$ cat config.mk
export PLATFORM = sky130hd
export DESIGN_NAME = tick_driven_uart_transceiver_unit
export DESIGN_NICKNAME = d
export VERILOG_FILES = /design/src/hw/rtl/tdut_pkg.sv /design/src/hw/rtl/tdut_rx.sv /design/src/hw/rtl/tdut_tx.sv /design/src/hw/rtl/tdut_obuf.sv /design/src/hw/rtl/tick_driven_uart_transceiver_unit.sv
export SDC_FILE = /design/constraint.sdc
export NUM_CORES = 1
export LEC_CHECK = 0
export BUFFER_PORTS_ARGS = -buffer_cell sky130_fd_sc_hd__buf_2
export CORE_MARGIN = 2
export CORE_UTILIZATION = 40
export DETAILED_ROUTE_END_ITERATION = 10
export GPL_ROUTABILITY_DRIVEN = 0
export GPL_TIMING_DRIVEN = 0
export PLACE_DENSITY = 0.54
export SYNTH_ARGS = -nofsm -noshare
export SYNTH_HDL_FRONTEND = slang
export SYNTH_SLANG_ARGS = --single-unit
export TNS_END_PERCENT = 100
$ cat constraint.sdc
create_clock -name clk -period 3.2 [get_ports clk]
set_input_delay 0.32 -clock clk [delete_from_list [all_inputs] [get_ports clk]]
set_output_delay 0.32 -clock clk [all_outputs]
set_load 0.03 [all_outputs]
$ cat src/hw/rtl/tdut_pkg.sv
`default_nettype none

package tdut_pkg;

  localparam int unsigned CfgIdxW = 2;
  localparam int unsigned CfgDataW = 8;

  typedef enum logic [CfgIdxW-1:0] {
    CFG_RX_FIRST_WAIT = 2'd0,
    CFG_RX_BIT_PERIOD = 2'd1,
    CFG_TX_BIT_PERIOD = 2'd2
  } cfg_idx_t;

  localparam logic [7:0] RxFirstWaitRst = 8'd4;
  localparam logic [7:0] RxBitPeriodRst = 8'd3;
  localparam logic [7:0] TxBitPeriodRst = 8'd3;

  // 8 data bits + stop position, for rx and tx alike
  localparam logic [3:0] RxBitCount = 4'd9;
  localparam logic [3:0] TxBitCount = 4'd9;

  typedef struct packed {
    logic       valid;
    logic [7:0] data;
    logic       pending;
  } rx_stat_t;

  typedef struct packed {
    logic pin;
    logic accepted;
    logic idle;
  } tx_stat_t;

  typedef struct packed {
    logic       tx_line;
    logic       send_accepted;
    logic       rx_valid;
    logic [7:0] rx_data;
    logic       tx_idle;
    logic       rx_pending;
  } res_t;

endpackage

`default_nettype wire

$ cat src/hw/rtl/tdut_rx.sv
`default_nettype none

module tdut_rx
  import tdut_pkg::*;
(
  input  wire logic       clk,
  input  wire logic       rst_n,
  input  wire logic       step,
  input  wire logic       rx_line,
  input  wire logic       take_request,
  input  wire logic [7:0] first_wait,
  input  wire logic [7:0] bit_period,
  output rx_stat_t        stat
);

  logic       active_r, active_nxt;
  logic       complete_r, complete_nxt;
  logic [7:0] shift_r, shift_nxt;
  logic [7:0] hold_r, hold_nxt;
  logic [7:0] cnt_r, cnt_nxt;
  logic [3:0] bits_r, bits_nxt;

  logic       take_hit;
  logic [7:0] cnt_dec;
  logic [3:0] bits_dec;

  assign take_hit = take_request && complete_r;
  assign cnt_dec  = cnt_r - 8'd1;
  assign bits_dec = bits_r - 4'd1;

  always_comb begin
    active_nxt   = active_r;
    complete_nxt = complete_r && !take_hit;
    shift_nxt    = shift_r;
    hold_nxt     = hold_r;
    cnt_nxt      = cnt_r;
    bits_nxt     = bits_r;
    if (active_r) begin
      cnt_nxt = cnt_dec;
      if (cnt_dec == 8'd0) begin
        cnt_nxt  = bit_period;
        bits_nxt = bits_dec;
        if (bits_dec == 4'd0) begin
          hold_nxt     = shift_r;
          active_nxt   = 1'b0;
          complete_nxt = 1'b1;
        end else begin
          shift_nxt = {rx_line, shift_r[7:1]};
        end
      end
    end else if (!rx_line) begin
      active_nxt = 1'b1;
      cnt_nxt    = first_wait;
      bits_nxt   = RxBitCount;
    end
  end

  assign stat.valid   = take_hit;
  assign stat.data    = take_hit ? hold_r : 8'd0;
  assign stat.pending = complete_nxt;

  always_ff @(posedge clk) begin
    if (!rst_n) begin
      active_r   <= 1'b0;
      complete_r <= 1'b0;
      shift_r    <= 8'd0;
      hold_r     <= 8'd0;
      cnt_r      <= 8'd0;
      bits_r     <= 4'd0;
    end else if (step) begin
      active_r   <= active_nxt;
      complete_r <= complete_nxt;
      shift_r    <= shift_nxt;
      hold_r     <= hold_nxt;
      cnt_r      <= cnt_nxt;
      bits_r     <= bits_nxt;
    end
  end

endmodule

`default_nettype wire

$ cat src/hw/rtl/tdut_tx.sv
`default_nettype none

module tdut_tx
  import tdut_pkg::*;
(
  input  wire logic       clk,
  input  wire logic       rst_n,
  input  wire logic       step,
  input  wire logic       send_request,
  input  wire logic [7:0] send_byte,
  input  wire logic [7:0] bit_period,
  output tx_stat_t        stat
);

  logic       active_r, active_nxt;
  logic       complete_r, complete_nxt;
  logic       pin_r, pin_nxt;
  logic [7:0] hold_r, hold_nxt;
  logic [7:0] shift_r, shift_nxt;
  logic [7:0] cnt_r, cnt_nxt;
  logic [3:0] bits_r, bits_nxt;

  logic       send_hit;
  logic       active_mid;
  logic [7:0] cnt_dec;
  logic [3:0] bits_dec;

  assign send_hit   = send_request && complete_r;
  assign active_mid = active_r || send_hit;
  assign cnt_dec    = cnt_r - 8'd1;
  assign bits_dec   = bits_r - 4'd1;

  always_comb begin
    active_nxt   = active_mid;
    complete_nxt = complete_r && !send_hit;
    pin_nxt      = pin_r;
    hold_nxt     = send_hit ? send_byte : hold_r;
    shift_nxt    = shift_r;
    cnt_nxt      = cnt_dec;
    bits_nxt     = bits_r;
    if (cnt_dec == 8'd0) begin
      cnt_nxt = bit_period;
      if (active_mid) begin
        if (bits_r == 4'd0) begin
          pin_nxt   = 1'b0;
          shift_nxt = hold_nxt;
          bits_nxt  = TxBitCount;
        end else begin
          shift_nxt = {1'b0, shift_r[7:1]};
          bits_nxt  = bits_dec;
          if (bits_dec == 4'd0) begin
            pin_nxt      = 1'b1;
            active_nxt   = 1'b0;
            complete_nxt = 1'b1;
          end else begin
            pin_nxt = shift_r[0];
          end
        end
      end
    end
  end

  assign stat.pin      = pin_nxt;
  assign stat.accepted = send_hit;
  assign stat.idle     = complete_nxt;

  always_ff @(posedge clk) begin
    if (!rst_n) begin
      active_r   <= 1'b0;
      complete_r <= 1'b1;
      pin_r      <= 1'b1;
      hold_r     <= 8'd0;
      shift_r    <= 8'd0;
      cnt_r      <= 8'd0;
      bits_r     <= 4'd0;
    end else if (step) begin
      active_r   <= active_nxt;
      complete_r <= complete_nxt;
      pin_r      <= pin_nxt;
      hold_r     <= hold_nxt;
      shift_r    <= shift_nxt;
      cnt_r      <= cnt_nxt;
      bits_r     <= bits_nxt;
    end
  end

endmodule

`default_nettype wire

$ cat src/hw/rtl/tdut_obuf.sv
`default_nettype none

module tdut_obuf
  import tdut_pkg::*;
(
  input  wire logic clk,
  input  wire logic rst_n,
  input  wire logic push,
  input  wire res_t push_data,
  output logic      full,
  output logic      out_valid,
  input  wire logic out_stall,
  output res_t      out_data
);

  logic main_v_r, skid_v_r;
  res_t main_r, skid_r;
  logic pop;

  assign pop       = main_v_r && !out_stall;
  assign full      = skid_v_r;
  assign out_valid = main_v_r;
  assign out_data  = main_r;

  // control
  always_ff @(posedge clk) begin
    if (!rst_n) begin
      main_v_r <= 1'b0;
      skid_v_r <= 1'b0;
    end else if (skid_v_r) begin
      if (pop) begin
        skid_v_r <= 1'b0;
      end
    end else if (push) begin
      if (main_v_r && !pop) begin
        skid_v_r <= 1'b1;
      end else begin
        main_v_r <= 1'b1;
      end
    end else if (pop) begin
      main_v_r <= 1'b0;
    end
  end

  // payload
  always_ff @(posedge clk) begin
    if (skid_v_r) begin
      if (pop) begin
        main_r <= skid_r;
      end
    end else if (push) begin
      if (main_v_r && !pop) begin
        skid_r <= push_data;
      end else begin
        main_r <= push_data;
      end
    end
  end

endmodule

`default_nettype wire

$ cat src/hw/rtl/tick_driven_uart_transceiver_unit.sv
`default_nettype none

// Tick-driven 8N1 UART transceiver. Each input word is one baud tick: the
// receive pin level plus host requests to send a byte or take the received
// byte; each tick yields exactly one result word with the transmit pin level,
// the send/take outcome and the idle/pending flags. Host requests are served
// before the receiver and transmitter advance, so a take in the tick that
// completes a byte leaves that byte pending. The stop bit is not checked.
// The transmit divider starts at zero, so the first transmit period after
// reset is 256 ticks; a period or wait register of zero also gives 256 ticks.
// Throughput is one tick per clock while the buffer is not full: the tick
// update is combinational logic into the state registers, and a two-entry
// output buffer keeps input flowing while one result waits. Write the
// configuration registers only while no result is outstanding.

module tick_driven_uart_transceiver_unit
  import tdut_pkg::*;
(
  input  wire logic                clk,
  input  wire logic                rst_n,
  input  wire logic                cfg_we,
  input  wire logic [CfgIdxW-1:0]  cfg_index,
  input  wire logic [CfgDataW-1:0] cfg_data,
  input  wire logic                in_valid,
  output logic                     in_stall,
  input  wire logic                in_rx_line,
  input  wire logic                in_send_request,
  input  wire logic [7:0]          in_send_byte,
  input  wire logic                in_take_request,
  output logic                     out_valid,
  input  wire logic                out_stall,
  output logic                     out_tx_line,
  output logic                     out_send_accepted,
  output logic                     out_rx_valid,
  output logic [7:0]               out_rx_data,
  output logic                     out_tx_idle,
  output logic                     out_rx_pending
);

  logic [7:0] rx_first_wait_r, rx_bit_period_r, tx_bit_period_r;
  logic       step;
  logic       full;
  rx_stat_t   rx_stat;
  tx_stat_t   tx_stat;
  res_t       res, out_res;

  always_ff @(posedge clk) begin
    if (!rst_n) begin
      rx_first_wait_r <= RxFirstWaitRst;
      rx_bit_period_r <= RxBitPeriodRst;
      tx_bit_period_r <= TxBitPeriodRst;
    end else if (cfg_we) begin
      unique case (cfg_index)
        CFG_RX_FIRST_WAIT: rx_first_wait_r <= cfg_data;
        CFG_RX_BIT_PERIOD: rx_bit_period_r <= cfg_data;
        CFG_TX_BIT_PERIOD: tx_bit_period_r <= cfg_data;
        default: ;
      endcase
    end
  end

  assign in_stall = full;
  assign step     = in_valid && !full;

  tdut_rx u_rx (
    .clk          (clk),
    .rst_n        (rst_n),
    .step         (step),
    .rx_line      (in_rx_line),
    .take_request (in_take_request),
    .first_wait   (rx_first_wait_r),
    .bit_period   (rx_bit_period_r),
    .stat         (rx_stat)
  );

  tdut_tx u_tx (
    .clk          (clk),
    .rst_n        (rst_n),
    .step         (step),
    .send_request (in_send_request),
    .send_byte    (in_send_byte),
    .bit_period   (tx_bit_period_r),
    .stat         (tx_stat)
  );

  always_comb begin
    res.tx_line       = tx_stat.pin;
    res.send_accepted = tx_stat.accepted;
    res.rx_valid      = rx_stat.valid;
    res.rx_data       = rx_stat.data;
    res.tx_idle       = tx_stat.idle;
    res.rx_pending    = rx_stat.pending;
  end

  tdut_obuf u_obuf (
    .clk       (clk),
    .rst_n     (rst_n),
    .push      (step),
    .push_data (res),
    .full      (full),
    .out_valid (out_valid),
    .out_stall (out_stall),
    .out_data  (out_res)
  );

  assign out_tx_line       = out_res.tx_line;
  assign out_send_accepted = out_res.send_accepted;
  assign out_rx_valid      = out_res.rx_valid;
  assign out_rx_data       = out_res.rx_data;
  assign out_tx_idle       = out_res.tx_idle;
  assign out_rx_pending    = out_res.rx_pending;

endmodule

`default_nettype wire

# Yosys cells after proc, flatten, opt, wreduce, memory -nomap -nowiden
# Cells that the tools add are included.
# W data, S select, Z words.
# op_classes
addsub	4
reduce_logical	32
muxes	41
n_eq_ne	7
n_bitwise	2
# ops
operator	count
$mux W8	7
$mux W13	4
$mux W1	26
$logic_not A8 Y1	2
$mux W4	4
$sub A8 B1 Y8 const B	2
$reduce_and A3 Y1	5
$logic_not A4 Y1	3
$reduce_and A2 Y1	4
$reduce_and A4 Y1	2
$sub A4 B1 Y4 const B	2
$logic_and A1 B1 Y1	7
$ne A2 B2 Y1 const B	3
$logic_not A1 Y1	5
$ne A2 B1 Y1 const B	2
$reduce_bool A2 Y1	2
$eq A2 B1 Y1 const B	1
$eq A2 B2 Y1 const B	1
$logic_not A2 Y1	1
$not A1 Y1	2
$logic_or A1 B1 Y1	1
# totals
reg_bits	113
wordCells	116
out_inout_bits	15
input_bits	26

# Longest topological paths before layout
# logic_depth
depth_word	10
mapped_depth	9
mapped_depth_nobuf	8

# Cells and area by module
# A second synthesis with hierarchy kept.
# unflattened
hier_cells	552
hier_area_um2	5511.5
# modules_own_cells
module	area_each_um2	instances	seq_area_each_um2	cells_per_inst
tdut_tx	1825.5	1	620.6	210
tdut_rx	1652.8	1	600.6	194
tdut_obuf	1079.8	1	820.8	54
tick_driven_uart_transceiver_unit	953.4	1	480.5	94

# Worst setup path after synthesis
# OpenSTA, ideal clock, no wires.
# synth_path
path_type	reg2reg
start	register u_tx.cnt_r[0]
end	register u_obuf.main_r, in the netlist u_obuf.out_data[12], data pin
path_buffers	0
synth_period_minus_slack_ns	2.506
arrival_ns	2.246
setup_ns	0.260
stages_incl_launch_ff	9
t_required_ns	2.940
path_slack_ns	0.694
cell_sequence	dfxtp_1 inv_1 ha_1 or3b_4 o31a_1 nor4_4 o21ai_2 mux2_4 mux2_2
# synth_via
elab_chain_len	6
# synth_lines
item	line_no	text
from (decl)	tdut_tx.sv:20	logic [7:0] cnt_r, cnt_nxt;
from (signal assigned)	tdut_tx.sv:82	cnt_r <= cnt_nxt;
$sub A8 B1 Y8	tdut_tx.sv:30	assign cnt_dec = cnt_r - 8'd1;
$logic_not A8 Y1	tdut_tx.sv:41	if (cnt_dec == 8'd0) begin
$mux W1	tdut_tx.sv:41	
named net u_tx.pin_nxt	tdut_tx.sv:17	logic pin_r, pin_nxt;
$mux W13	tdut_obuf.sv:52	if (main_v_r && !pop) begin
$mux W13	tdut_obuf.sv:51	end else if (push) begin
$mux W13	tdut_obuf.sv:47	if (skid_v_r) begin
to (signal assigned)	tdut_obuf.sv:49	main_r <= skid_r;
to (signal assigned)	tdut_obuf.sv:55	main_r <= push_data;
to (decl)	tdut_obuf.sv:17	res_t main_r, skid_r;
# The timed path passes the listed nets, and every way through them passes these cells. The select of a mux whose other input is x is not followed.
# A chain may end at the register's enable or synchronous reset.

# Worst setup path in the final report
# Same ends and word-level chain as after synthesis.

==> reports/qor.yml <==
run_status:
  outcome: "complete, no violations"
cts:
  cts_tree: "yes"
  ctsLongestPathBuffers: 2
  ctsResizeCount: 0
  postCtsHoldBufs: 0
  clk_latency_ns: 0.41
  htreeDepth: 4
  clock_sinks: 113
  cts_buffers: 17
  clk_pin_slew_ns: 0.05
  cts_root_buf: "clkbuf_16"
  postCtsSetupRepairBufs: 0
critical_path:
  startpoint_type: "flop"
  cp_max_fo: 7
  path_class: "flop to flop"
  cp-end-kind: "flop"
  arrival_ns: 2.96
  worstPathRequired_ns: 3.36
floorplanning:
  start_util: 0.409
  io_pins: 41
  die_w_um: 117
  fp-row-count: 41
  die_h_um: 117
  coreArea_mm2: 0.0126
  die_area_mm2: 0.0138
drt:
  met1_length_um: 5970
  ant_nets: 0
  route.top_layer_used: "met4"
  wl_per_cell_um: 16.1
  via_per_inst: 5.34
  drc: 0
  routed-wl-met3_um: 417
  wl_met2_um: 5650
  first_pass_iters: 5
  drt-total-wl_um: 12300
  vias: 4066
  drt_iter0_markers: 227
sta:
  min_period_ns: 2.80
  fin_skew_ns: 0.00770
  slew_headroom: 0.390
  period_share: 0.877
  final-max-slew-violation-count: 0
  hold_violations: 0
  fmax_mhz: 357
  rsz0062_at_grt: "false"
  finalSetupTns_ns: 0
  setup_viol: 0
  holdWs_ns: 0.169
  tightest_slew_ns: 0.907
yosys:
  synth_area_per_cell_um2: 9.92
  synth_seq_cells: 113
  syn_inst: 518
  synthFlopType: "dfxtp_1"
  ys_async_sr_fraction: 0
  ys_seq_area_frac: 0.491
  synth_cell_type_count: 65
  yosys.area.top_type: "dfxtp_1"
  synth.area.top_cells: "dfxtp_1 (34%), edfxtp_1 (15%), mux2i_1 (10%)"
  syn_area_mm2: 0.00514
  syn_nets: 550
  synth.top_cell.area_share: 0.339
  yosysWarningCount: 0
  synth_edf_count: 26
power_and_ir_drop:
  p_leak_nw: 2.36
  total_power_mw: 3.85
  ir_worst_vdd_mv: 0.423
  powerDensity_mw_per_mm2: 629
grt:
  grt_max_degree: 17
  antenna_found_initial: 0
  grt_usage: 0.184
  overflow: 0
  grt_pass1_vias: 3685
  grt_pass1_wl_um: 19800
layout:
  area_growth_syn_to_layout_pct: 19.1
  layoutNonFillerInstCount: 762
  insertedDiodeCount: 0
  final_common_cell: "dfxtp_1"
  layout_common_cells: "dfxtp_1 (87), nand2_1 (64), mux2i_1 (52), nor2_1 (44), buf_2 (41)"
  fillers: 1191
  final_layout_size_suffix_gt1_frac: 0.178
  final_area_mm2: 0.00612
  fin_nets: 609
place:
  placed_area_mm2: 0.00555
  place_inst: 730
  dp_hpwl_um: 8690
  io_buffers: 40
run:
  drv_cap: 0
hold_path:
  hold_path.class: "input pin to flop"
-- layout make-up --
cell class	instances	area, um2	area share
Timing Repair Buffer	40	200	0.0327
Buffer	31	125	0.0204
Multi-Input combinational cell	360	2440	0.399
Sequential cell	113	2520	0.412
Inverter	14	52.6	0.00859
Clock inverter	12	118	0.0192
Clock buffer	20	447	0.0730
Tap cell	172	215	0.0352
-- power breakdown --
| part | internal (mW) | switching, mW | total (mW) |
|---|---|---|---|
| sequential | 1.53 | 0.0565 | 1.59 |
| clock | 1.15 | 0.640 | 1.79 |
| combinational | 0.179 | 0.291 | 0.469 |
| total | 2.86 | 0.987 | 3.85 |
-- kinds of logic after synthesis --
logic type,count (synthesis),synth area share
multiplexers,67,0.135
XOR/XNOR,6,0.0102
adder cells (fa/ha/maj),6,0.0146
AND/OR/NAND/NOR,177,0.180
AO/OA/AOI/OAI,104,0.135
buffers and inverters,45,0.0346
flip-flops,113,0.491
-- metrics by stage --
stage          setup slack, ns   util
2_1_floorplan            0.694      -
3_3_place_gp             0.219  0.442
3_5_place_dp             0.218  0.442
4_1_cts                  0.201  0.487
5_1_grt                  0.278  0.487
6_report                 0.395  0.487
-- final timing paths --
path | start | cells past startpoint | to | slack, ns
setup reg to reg | u_tx.cnt_r[0] | 8 | u_obuf.out_data[12] | 0.40
hold reg to reg | u_tx.shift_r[0] | 2 | u_tx.shift_r[0] | 0.45
setup / recovery | u_tx.cnt_r[0] | 8 | u_obuf.out_data[12] | 0.40
hold / removal | cfg_data[2] | 3 | rx_first_wait_r[2] | 0.17
-- cell usage after synthesis (all sizes together) (2+ instances only) --
master and number:
nand4 5, xnor2 5, nor4 6, o31ai 3
a31oi 6, o21ai 18, a2111oi 2, or4 4
nor3b 2, a21oi 34, o22ai 5, clkbuf 24
nand3b 3, mux2 15, nor3 13, nor2 47
nor2b 2, nand2 64, o2111ai 7, o21a 2
a221oi 2, ha 6, dfxtp 87, a211oi 12
buf 7, nand2b 3, edfxtp 26, mux2i 52
inv 14, nand3 8, and3 10, or3 4
-- registers in the layout (all words and copies together), names as in the netlist, 8 cells and up --
| register | cells |
|---|---|
| tx_bit_period_r | 8 |
| u_rx.cnt_r | 8 |
| u_obuf.out_data | 13 |
| u_tx.cnt_r | 8 |
| rx_first_wait_r | 8 |
| rx_bit_period_r | 8 |
| u_rx.hold_r | 8 |
| u_obuf.skid_r | 13 |
| u_tx.hold_r | 8 |
| u_tx.shift_r | 8 |
| u_rx.shift_r | 8 |
-- worst max-delay path, cell delays in order (launching register included) --
cell	delay [ns]
dfxtp_1	0.36
inv_1	0.08
ha_1	0.23
or3b_4	0.42
o31a_1	0.32
nor4_4	0.42
o21ai_2	0.12
mux2_4	0.33
mux2_2	0.26
-- metal layers --
layer  global-route usage  vias to the layer above
met2                0.284                       92
met5                    0                        -
met3               0.0438                       21
li1                     -                     2002
met4               0.0843                        0
met1                0.246                     1951
(Power assumes the default switching activity.)
